--- src/sv/sstk_pkg.sv ---
`default_nettype none

package sstk_pkg;

	// Stack geometry
	localparam int DEPTH   = 16;
	localparam int DATA_W  = 32;
	localparam int CNT_W   = $clog2(DEPTH + 1);
	localparam int ENTRY_W = 5;

	// Command codes
	localparam logic [1:0] OP_PUSH   = 2'd0;
	localparam logic [1:0] OP_POP    = 2'd1;
	localparam logic [1:0] OP_LOOKUP = 2'd2;
	localparam logic [1:0] OP_DELETE = 2'd3;

	// Status codes
	localparam logic [1:0] ST_OK   = 2'd0;
	localparam logic [1:0] ST_MISS = 2'd1;
	localparam logic [1:0] ST_FULL = 2'd2;

	typedef logic signed [DATA_W-1:0] data_t;

	// Per-command controls broadcast to every cell
	typedef struct packed {
		logic push;
		logic pop;
		logic del;
	} cell_ctl_t;

endpackage

`default_nettype wire

--- src/sv/sstk_cell.sv ---
`default_nettype none

module sstk_cell (
	input  wire logic              clk,
	input  wire sstk_pkg::cell_ctl_t ctl,
	input  wire sstk_pkg::data_t   key,
	input  wire logic              occupied,
	input  wire sstk_pkg::data_t   up_in,
	input  wire sstk_pkg::data_t   down_in,
	input  wire logic              hit_in,
	output sstk_pkg::data_t        value,
	output logic                   hit_out
);

	sstk_pkg::data_t value_q;
	logic            match;

	// Compare the key against this entry and extend the hit chain
	assign match   = occupied && (value_q == key);
	assign hit_out = hit_in | match;
	assign value   = value_q;

	// Take from above on push, from below on pop or at and below a deleted entry
	always_ff @(posedge clk) begin
		if (ctl.push) begin
			value_q <= up_in;
		end else if (ctl.pop || (ctl.del && hit_out)) begin
			value_q <= down_in;
		end
	end

endmodule

`default_nettype wire

--- src/sv/searchable_stack_with_delete_unit.sv ---
`default_nettype none

// Searchable stack with delete.
// Commands enter on start/opcode/operand_value; a beat is taken at a rising
// edge with start high and busy low. Opcodes: push, pop, lookup, delete.
// The entries sit in a row of cells, top first. Each cell compares its entry
// to the operand and passes a "matched above" bit to the cell below, so the
// topmost match is found as the hit bit ripples down the row; push, pop and
// delete move entries one place between neighbors.
// The command is registered at the edge that takes it, the row compares
// in the next cycle, and at the end of that cycle the row shifts and the
// result beat is registered onto done/result_value/status/entry_count.
// busy is high for one cycle after each accepted command, so a new command
// is not taken while the last one is still in the row.
// The clock period is set by the 32-bit compare plus the hit ripple through
// all DEPTH cells.
// Each result beat is shown for exactly one cycle with done high; the
// receiver cannot stall it.
// Reset empties the stack (count zero) and drops any pending command; the
// entry storage itself is not cleared.
module searchable_stack_with_delete_unit (
	input  wire logic                            clk,
	input  wire logic                            arst_n,
	input  wire logic                            start,
	output logic                                 busy,
	input  wire logic [1:0]                      opcode,
	input  wire logic signed [31:0]              operand_value,
	output logic                                 done,
	output logic signed [31:0]                   result_value,
	output logic [1:0]                           status,
	output logic [sstk_pkg::ENTRY_W-1:0]         entry_count
);

	logic                        valid_s1;
	logic [1:0]                  op_s1;
	sstk_pkg::data_t             key_s1;
	logic [sstk_pkg::CNT_W-1:0]  count_q;
	logic [sstk_pkg::CNT_W-1:0]  count_d;
	logic                        done_q;
	sstk_pkg::data_t             result_q;
	logic [1:0]                  status_q;
	logic [sstk_pkg::ENTRY_W-1:0] entry_q;

	sstk_pkg::data_t             cell_val [sstk_pkg::DEPTH];
	logic [sstk_pkg::DEPTH-1:0]  cell_hit;
	sstk_pkg::cell_ctl_t         ctl;
	logic                        full;
	logic                        empty;
	logic                        found;
	sstk_pkg::data_t             res_d;
	logic [1:0]                  status_d;

	assign busy = valid_s1;

	// Capture the command beat
	always_ff @(posedge clk or negedge arst_n) begin
		if (!arst_n) begin
			valid_s1 <= 1'b0;
		end else begin
			valid_s1 <= start && !busy;
		end
	end

	always_ff @(posedge clk) begin
		if (start && !busy) begin
			op_s1  <= opcode;
			key_s1 <= operand_value;
		end
	end

	assign full  = (count_q == sstk_pkg::CNT_W'(sstk_pkg::DEPTH));
	assign empty = (count_q == '0);
	assign found = cell_hit[sstk_pkg::DEPTH-1];

	// Drive the cell controls
	always_comb begin
		ctl.push = valid_s1 && (op_s1 == sstk_pkg::OP_PUSH) && !full;
		ctl.pop  = valid_s1 && (op_s1 == sstk_pkg::OP_POP) && !empty;
		ctl.del  = valid_s1 && (op_s1 == sstk_pkg::OP_DELETE);
	end

	// Row of cells, top at index 0
	for (genvar i = 0; i < sstk_pkg::DEPTH; i++) begin : g_cell
		sstk_pkg::data_t up_w;
		sstk_pkg::data_t down_w;
		logic            hit_w;
		logic            occ_w;

		if (i == 0) begin : g_top
			assign up_w  = key_s1;
			assign hit_w = 1'b0;
		end else begin : g_mid
			assign up_w  = cell_val[i-1];
			assign hit_w = cell_hit[i-1];
		end

		if (i == sstk_pkg::DEPTH - 1) begin : g_bot
			assign down_w = cell_val[i];
		end else begin : g_nbot
			assign down_w = cell_val[i+1];
		end

		assign occ_w = (sstk_pkg::CNT_W'(i) < count_q);

		sstk_cell u_cell (
			.clk      (clk),
			.ctl      (ctl),
			.key      (key_s1),
			.occupied (occ_w),
			.up_in    (up_w),
			.down_in  (down_w),
			.hit_in   (hit_w),
			.value    (cell_val[i]),
			.hit_out  (cell_hit[i])
		);
	end

	// Form the result and the next count
	always_comb begin
		res_d    = '0;
		status_d = sstk_pkg::ST_OK;
		count_d  = count_q;
		case (op_s1)
			sstk_pkg::OP_PUSH: begin
				if (full) begin
					status_d = sstk_pkg::ST_FULL;
				end else begin
					count_d = count_q + 1'b1;
				end
			end
			sstk_pkg::OP_POP: begin
				if (empty) begin
					status_d = sstk_pkg::ST_MISS;
				end else begin
					res_d   = cell_val[0];
					count_d = count_q - 1'b1;
				end
			end
			sstk_pkg::OP_LOOKUP: begin
				if (found) begin
					res_d = key_s1;
				end else begin
					status_d = sstk_pkg::ST_MISS;
				end
			end
			sstk_pkg::OP_DELETE: begin
				if (found) begin
					count_d = count_q - 1'b1;
				end else begin
					status_d = sstk_pkg::ST_MISS;
				end
			end
			default: begin
				status_d = sstk_pkg::ST_MISS;
			end
		endcase
	end

	// Advance count and strobe
	always_ff @(posedge clk or negedge arst_n) begin
		if (!arst_n) begin
			count_q <= '0;
			done_q  <= 1'b0;
		end else begin
			done_q <= valid_s1;
			if (valid_s1) begin
				count_q <= count_d;
			end
		end
	end

	// Hold the result beat payload
	always_ff @(posedge clk) begin
		if (valid_s1) begin
			result_q <= res_d;
			status_q <= status_d;
			entry_q  <= sstk_pkg::ENTRY_W'(count_d);
		end
	end

	assign done         = done_q;
	assign result_value = result_q;
	assign status       = status_q;
	assign entry_count  = entry_q;

	a_cmd_gives_beat: assert property (@(posedge clk) disable iff (!arst_n)
		valid_s1 |=> done)
		else $error("command did not produce a result beat");

	a_done_not_busy: assert property (@(posedge clk) disable iff (!arst_n)
		done |-> !busy)
		else $error("result beat overlaps a pending command");

	a_count_bound: assert property (@(posedge clk) disable iff (!arst_n)
		count_q <= sstk_pkg::CNT_W'(sstk_pkg::DEPTH))
		else $error("count exceeds depth");

	a_full_keeps: assert property (@(posedge clk) disable iff (!arst_n)
		(valid_s1 && full && (op_s1 == sstk_pkg::OP_PUSH)) |=> (count_q == $past(count_q)))
		else $error("push when full changed the count");

	a_miss_keeps: assert property (@(posedge clk) disable iff (!arst_n)
		(done && (status == sstk_pkg::ST_MISS)) |-> (result_value == '0))
		else $error("miss carries a nonzero value");

endmodule

`default_nettype wire

--- config.mk ---
export PLATFORM = sky130hd
export DESIGN_NAME = searchable_stack_with_delete_unit
export DESIGN_NICKNAME = d
export VERILOG_FILES = /design/src/sv/sstk_pkg.sv /design/src/sv/sstk_cell.sv /design/src/sv/searchable_stack_with_delete_unit.sv
export SDC_FILE = /design/constraint.sdc
export NUM_CORES = 2
export LEC_CHECK = 0
export ABC_AREA = 0
export BUFFER_PORTS_ARGS = -buffer_cell sky130_fd_sc_hd__buf_2
export CORE_ASPECT_RATIO = 1.2
export CORE_MARGIN = 2
export CORE_UTILIZATION = 60
export DETAILED_ROUTE_END_ITERATION = 8
export GPL_TIMING_DRIVEN = 0
export PLACE_DENSITY = 0.89
export SLEW_MARGIN = 20
export SYNTH_ARGS = -nofsm -noshare
export SYNTH_HDL_FRONTEND = slang
export SYNTH_SLANG_ARGS = --single-unit
--- constraint.sdc ---
create_clock -name clk -period 5.8 [get_ports clk]
set_clock_uncertainty 0.05 [all_clocks]
set_input_delay 1.74 -clock clk [delete_from_list [all_inputs] [get_ports clk]]
set_output_delay 1.74 -clock clk [all_outputs]
set_load 0.01 [all_outputs]
# After elaboration in Yosys (flattened, before gate mapping)
# Cells that the tools add are included.
# W data, S select, Z words.
# op_classes
n_reduce_logical	73
n_bitwise	15
eq_ne	20
div	0
n_mul	0
shifts	0
order_cmp	16
mux	41
n_addsub	2
# ops
op	n
$mux W32	32
$eq A32 B32 Y1	16
$pmux W32 S2	1
$lt A4 B5 Y1 const A	8
$logic_and A1 B1 Y1	37
$reduce_bool A2 Y1	15
$lt A3 B5 Y1 const A	4
$logic_or A1 B1 Y1	15
$mux W5	3
$or A1 B1 Y1	15
$pmux W5 S3	1
$lt A1 B5 Y1 const A	2
$lt A2 B5 Y1 const A	2
$pmux W2 S3	1
$add A5 B1 Y5 const B	1
$eq A5 B5 Y1 const B	1
$logic_not A5 Y1	1
$sub A5 B1 Y5 const B	1
$eq A2 B2 Y1 const B	2
$logic_not A1 Y1	3
$eq A2 B1 Y1 const B	1
$logic_not A2 Y1	1
$mux W1	2
$mux W2	1
$reduce_or A2 Y1	1
# totals
n_memories	0
output_inout_bits	41
rom_bits	0
ram_bits	0
inputBits	37
word_cells	191
regBits	592
latchBits	0

# Depth between registers and ports, before layout
# depth
ltp_word	20
mapped_depth	11

# Hierarchy
# Synthesis repeated with hierarchy kept, for this count alone.
# hier_totals
cells_unflattened	2186
area_unflattened_um2	31083.6
# modules_own_cells
module	seq_area_each_um2	cells_per_inst	instances	area_per_inst_um2
sstk_cell	960.9	120	16	1720.4
searchable_stack_with_delete_unit	2367.3	266	1	3557.2

# Least setup slack after synthesis
# No wires, ideal clock.
# synth_timing
path_type	flip-flop to flip-flop
start	reg key_s1[1], in the netlist g_cell[0].up_w[1]
end	reg g_cell[4].u_cell.value_q[0], enable pin
t_arrival_ns	4.360
slack_ns	0.924
required_ns	5.284
setup_ns	0.466
stages_incl_launch_ff	9
cell_sequence	edfxtp_1 > buf_2 > xor2_1 > or4_1 > or4_1 > nor3_1 > nor4_1 > nor2b_1 > o21ai_0
# synth_between
elab_chain_cells	9
word_cells_on_any_way	17
classes_between	eq/ne (5); bitwise (4); reduce/logical (8)
# synth_rtl
element	line_no	text
start: declaration	searchable_stack_with_delete_unit.sv:36	sstk_pkg::data_t key_s1;
start signal: assignment	searchable_stack_with_delete_unit.sv:67	key_s1 <= operand_value;
$eq A32 B32 Y1	sstk_cell.sv:19	assign match = occupied && (value_q == key);
$logic_and A1 B1 Y1	sstk_cell.sv:19	
$or A1 B1 Y1 (3 in series)	sstk_cell.sv:20	assign hit_out = hit_in | match;
$or A1 B1 Y1 *	sstk_cell.sv:20	
$logic_and A1 B1 Y1 *	sstk_cell.sv:27	end else if (ctl.pop || (ctl.del && hit_out)) begin
$logic_or A1 B1 Y1 *	sstk_cell.sv:27	
$reduce_bool A2 Y1 (no line) *	--	
end signal: assignment	sstk_cell.sv:26	value_q <= up_in;
end signal: assignment	sstk_cell.sv:28	value_q <= down_in;
end: declaration	sstk_cell.sv:15	sstk_pkg::data_t value_q;
# Mark *: on every way between the ends. The rest lies on a longest branch, timed or not.
# A chain may end at the register's enable or synchronous reset.

# Final worst setup path
# layout_timing
start	reg key_s1[6], in the netlist g_cell[0].up_w[6]
end	reg g_cell[10].u_cell.value_q[18], enable pin
# layout_between
elab_chain_cells	15
word_cells_on_any_way	35
classes_between	eq/ne (11); bitwise (10); reduce/logical (14)
# layout_rtl
element	line_no
$eq A32 B32 Y1	sstk_cell.sv:19
$logic_and A1 B1 Y1	sstk_cell.sv:19
$or A1 B1 Y1 (9 in series)	sstk_cell.sv:20
$or A1 B1 Y1 *	sstk_cell.sv:20
$logic_and A1 B1 Y1 *	sstk_cell.sv:27
$logic_or A1 B1 Y1 *	sstk_cell.sv:27
$reduce_bool A2 Y1 (no line) *	--
end signal: assignment	sstk_cell.sv:26
end signal: assignment	sstk_cell.sv:28
end: declaration	sstk_cell.sv:15
# Marks and branches as above.

==> summary by stage <==
Status
The flow ran to the end, and the final reports show no timing, DRC or antenna violations.

Power
The share of power burned in combinational logic is 0.186. The worst-case IR drop observed on VDD is 0.293 mV. The internal power consumption is 8.20 mW. The total power per unit cell area is 323 nW/µm².

The analysis attributes to net switching a power of 3.53 mW. Of the total power, the clock network draws 0.343. Of the total power, registers draw 0.471. The net switching share of the total power is 0.301. The completed layout was analyzed and its total power is 11.7 mW.

The analysis attributes to cell leakage a power of 12.0 nW.

Final layout
Registers take 17700 µm². Summing all multi-input logic gate instances after layout gives 14100 µm². The end-of-flow core utilization is 0.678.

The repair_antennas step left the layout with diodes totalling 0. The filler cell count is 3842. The fraction of final layout cells sized beyond drive strength 1 is 0.328. The layout-stage area growth over the synthesis result is 11.8%.

In the final design database the tool counted 2574 nets.

Global routing
Entering global routing, the biggest net connects 40 pins. The wire length of the first global-routing pass is 170000 µm. The total global routing overflow is 0. The total track usage is 0.439. The via count of the first global-routing pass is 22800.

The initial antenna violation count came to 3.

Critical path
The critical path endpoint is g_cell[10].u_cell.value[18]. The startpoint identified for the worst register-to-register timing path is g_cell[0].up_w[6]. The timing startpoint of the critical path is g_cell[0].up_w[6]. The number of cell instances on the worst register-to-register path is 11. The sort of element at the end of the critical path is a flop.

The sort of element at the start of the critical path is a flop. The endpoint identified for the worst register-to-register timing path is g_cell[10].u_cell.value[18]. The data arrival time of the critical path is 5460 ps. In this run the worst path has a maximum fanout of 23. For flop-to-flop paths, the worst setup slack is 700 ps.

For the worst setup path, the data required time is 6150 ps. The setup path with the least slack is of type flop to flop.

Placement
At the end of routability-driven placement, the weighted congestion stood at 1.01. The number of input and output port buffers inserted is 77. The half-perimeter wire length of the detailed placement result is 92600 µm. Timing analysis after detailed placement gives a worst setup slack of 747 ps.

Die
The floorplan step set the die width to 216 µm. For this design the top-level I/O count stands at 78. The core area is 53600 µm². The full die area is 56100 µm². The floorplan has 93 rows. The die is 259 µm tall. For this configuration, the core starts out at a cell density of 0.606.

Synthesis
The share of the Yosys chip area taken by registers is 0.546. The yosys synthesis warning count is 0. Synthesis instantiated 67 different standard cells from the library. The net count after synthesis is 2418.

The average instance in the mapped netlist occupies 13.7 µm². By area the synthesized netlist is led by edfxtp_1 54%, mux2_2 17%, xor2_1 11%. After synthesis the cells add up to 32500 µm². The most used standard cell by instance count after synthesis is edfxtp_1. The commonest cells after synthesis are 585 x edfxtp_1, 477 x mux2_2, 402 x xor2_1, 168 x nor4_1, 108 x xnor2_1. The share of synthesized registers carrying an async set or reset is 0.0118. The cell accounting for the most synthesized area is edfxtp_1. The synthesized flop and latch total is 592. The count of flip-flops with a built-in enable after synthesis is 585. Of the post-synthesis cell area, the dominant cell type holds 0.540. The most used flip-flop cell after synthesis is edfxtp_1. Synthesis produced 2371 cells.

Detailed routing
The detail route stage leaves a number of antenna-violating nets equal to 0. After detailed routing, the average wire length per cell comes to 37.7 µm. After detailed routing, the number of remaining DRC violations is 0. The detailed router placed 23100 vias in this run. The first routing iteration left 3267 violations. The pre-antenna-repair detailed-routing pass consisted of 7 iterations.

In the routed layout, each cell is associated on average with a via count of 7.02. The routed wire length is 124000 µm.

Clock tree
The clock tree from TritonCTS is done. The clock net in this run drives a total of 592 sinks. The total number of H-tree levels is 2. The clock-pin transition on the worst setup and hold timing paths is 60 ps. In this run, CTS created clock tree buffers numbering 60. The buffer depth of the longest clock path is 3. The number of hold buffers added after CTS was 0.

The tree is rooted in a clkbuf_16. At the later pin of the worst-skew pair, clock insertion delay measures 670 ps. The number of setup buffers added after CTS is 0.

The number of gates resized after CTS was 0.

STA
The number of endpoints with negative hold slack in the final report came to 0. The max-slew violation count is 0. Setup repair after global routing left no endpoint under its margin. The period utilization is 0.880. The worst path in the final design needs a cycle of 5100 ps, including I/O delays and setup. The highest clock rate is 0.196 GHz. The max-slew headroom at the worst pin is 0.235.

The final total negative setup slack is 0 ps. The total setup violations reported at the end of the flow is 0. The transition time of the tightest slew-check pin is 1140 ps. Setup slack on the critical path of the routed design comes to 696 ps.

Min path
The tightest min-delay check is of the flop to flop type.

Run
The max capacitance violation total is 0.
[placed cells by master, fill, tap and decap left out, types with 30 or more instances in the layout]
master       n
nor2b_2     30
a22oi_2     30
clkbuf_16   60
mux2_2     477
buf_2      136
xnor2_1    108
nor3_1      48
nor2_1      72
xor2_1     402
nand4_1     73
nand2_1     30
clkbuf_1    59
nor4_1     167
edfxtp_1   585
[worst max-delay path: stages, from the launching register on]
cell	delay, ps
edfxtp_1	310
buf_2	520
buf_2	690
xor2_1	410
nor4_1	100
nand4_1	160
nor4_1	110
a311oi_1	910
nand3_1	380
nor4_1	620
o21ai_4	250
buf_16	290
[cell families after synthesis]
family / synth area share
buffers and inverters: 0.0254
AND/OR/NAND/NOR: 0.0936
multiplexers: 0.165
adder cells (fa/ha/maj): 0.00385
flip-flops: 0.546
AO/OA/AOI/OAI: 0.0287
XOR/XNOR: 0.137
[through the flow]
stage               cells  instance area, µm²  hold WS (ps)
finish               3289               36300           455
global route         3289               36300           460
CTS                  3289               36300           450
detailed placement   3177               34300           435
global placement     3160               33800           435
floorplan            2371               32500           418
[how the worst min path moves through the flow]
stage	start	end	slack [ps]	cells after the start
after global routing	g_cell[14].u_cell.value[1]	g_cell[15].u_cell.value[1]	460	0
after detailed placement	g_cell[14].u_cell.value[14]	g_cell[15].u_cell.value[14]	440	0
after CTS	g_cell[14].u_cell.value[14]	g_cell[15].u_cell.value[14]	450	0
final	g_cell[14].u_cell.value[14]	g_cell[15].u_cell.value[14]	460	0
after floorplan	g_cell[14].u_cell.value[0]	g_cell[15].u_cell.value[0]	420	0
after global placement	g_cell[14].u_cell.value[29]	g_cell[15].u_cell.value[29]	440	0
[state kept, by name, summed over array words and instances (netlist names)]
name	count
g_cell.u_cell.value	512
count_q	5
g_cell.up_w	32
done	1
entry_count	5
op_s1	2
busy	1
status	2
result_value	32
[cell type report]
| cell class | instances | area share |
|---|---|---|
| clock buffers | 73 | 0.0427 |
| flip-flops and latches | 592 | 0.488 |
| inverters | 19 | 0.00196 |
| repair buffers | 94 | 0.0219 |
| plain buffers | 142 | 0.0209 |
| clock inverters | 39 | 0.0120 |
| multi-input cells | 1618 | 0.388 |
| well taps | 712 | 0.0245 |
[power by group through the flow]
stage	logic (mW)	registers, mW	clock network [mW]
floorplan	1.35	5.42	0
global placement	1.97	5.63	0
detailed placement	2.09	5.60	0
CTS	2.10	5.51	4.01
global route	2.27	5.53	4.15
finish	2.18	5.53	4.02
[per-layer routing]
| layer | vias up | global-route usage | part of all wire |
|---|---|---|---|
| met5 | - | 0.00513 | 0.00046 |
| met4 | 4 | 0.363 | 0.10 |
| met3 | 613 | 0.120 | 0.11 |
| met2 | 1776 | 0.680 | 0.45 |
| met1 | 11400 | 0.512 | 0.34 |
| li1 | 9316 | - | - |
(Power assumes the default switching activity.)
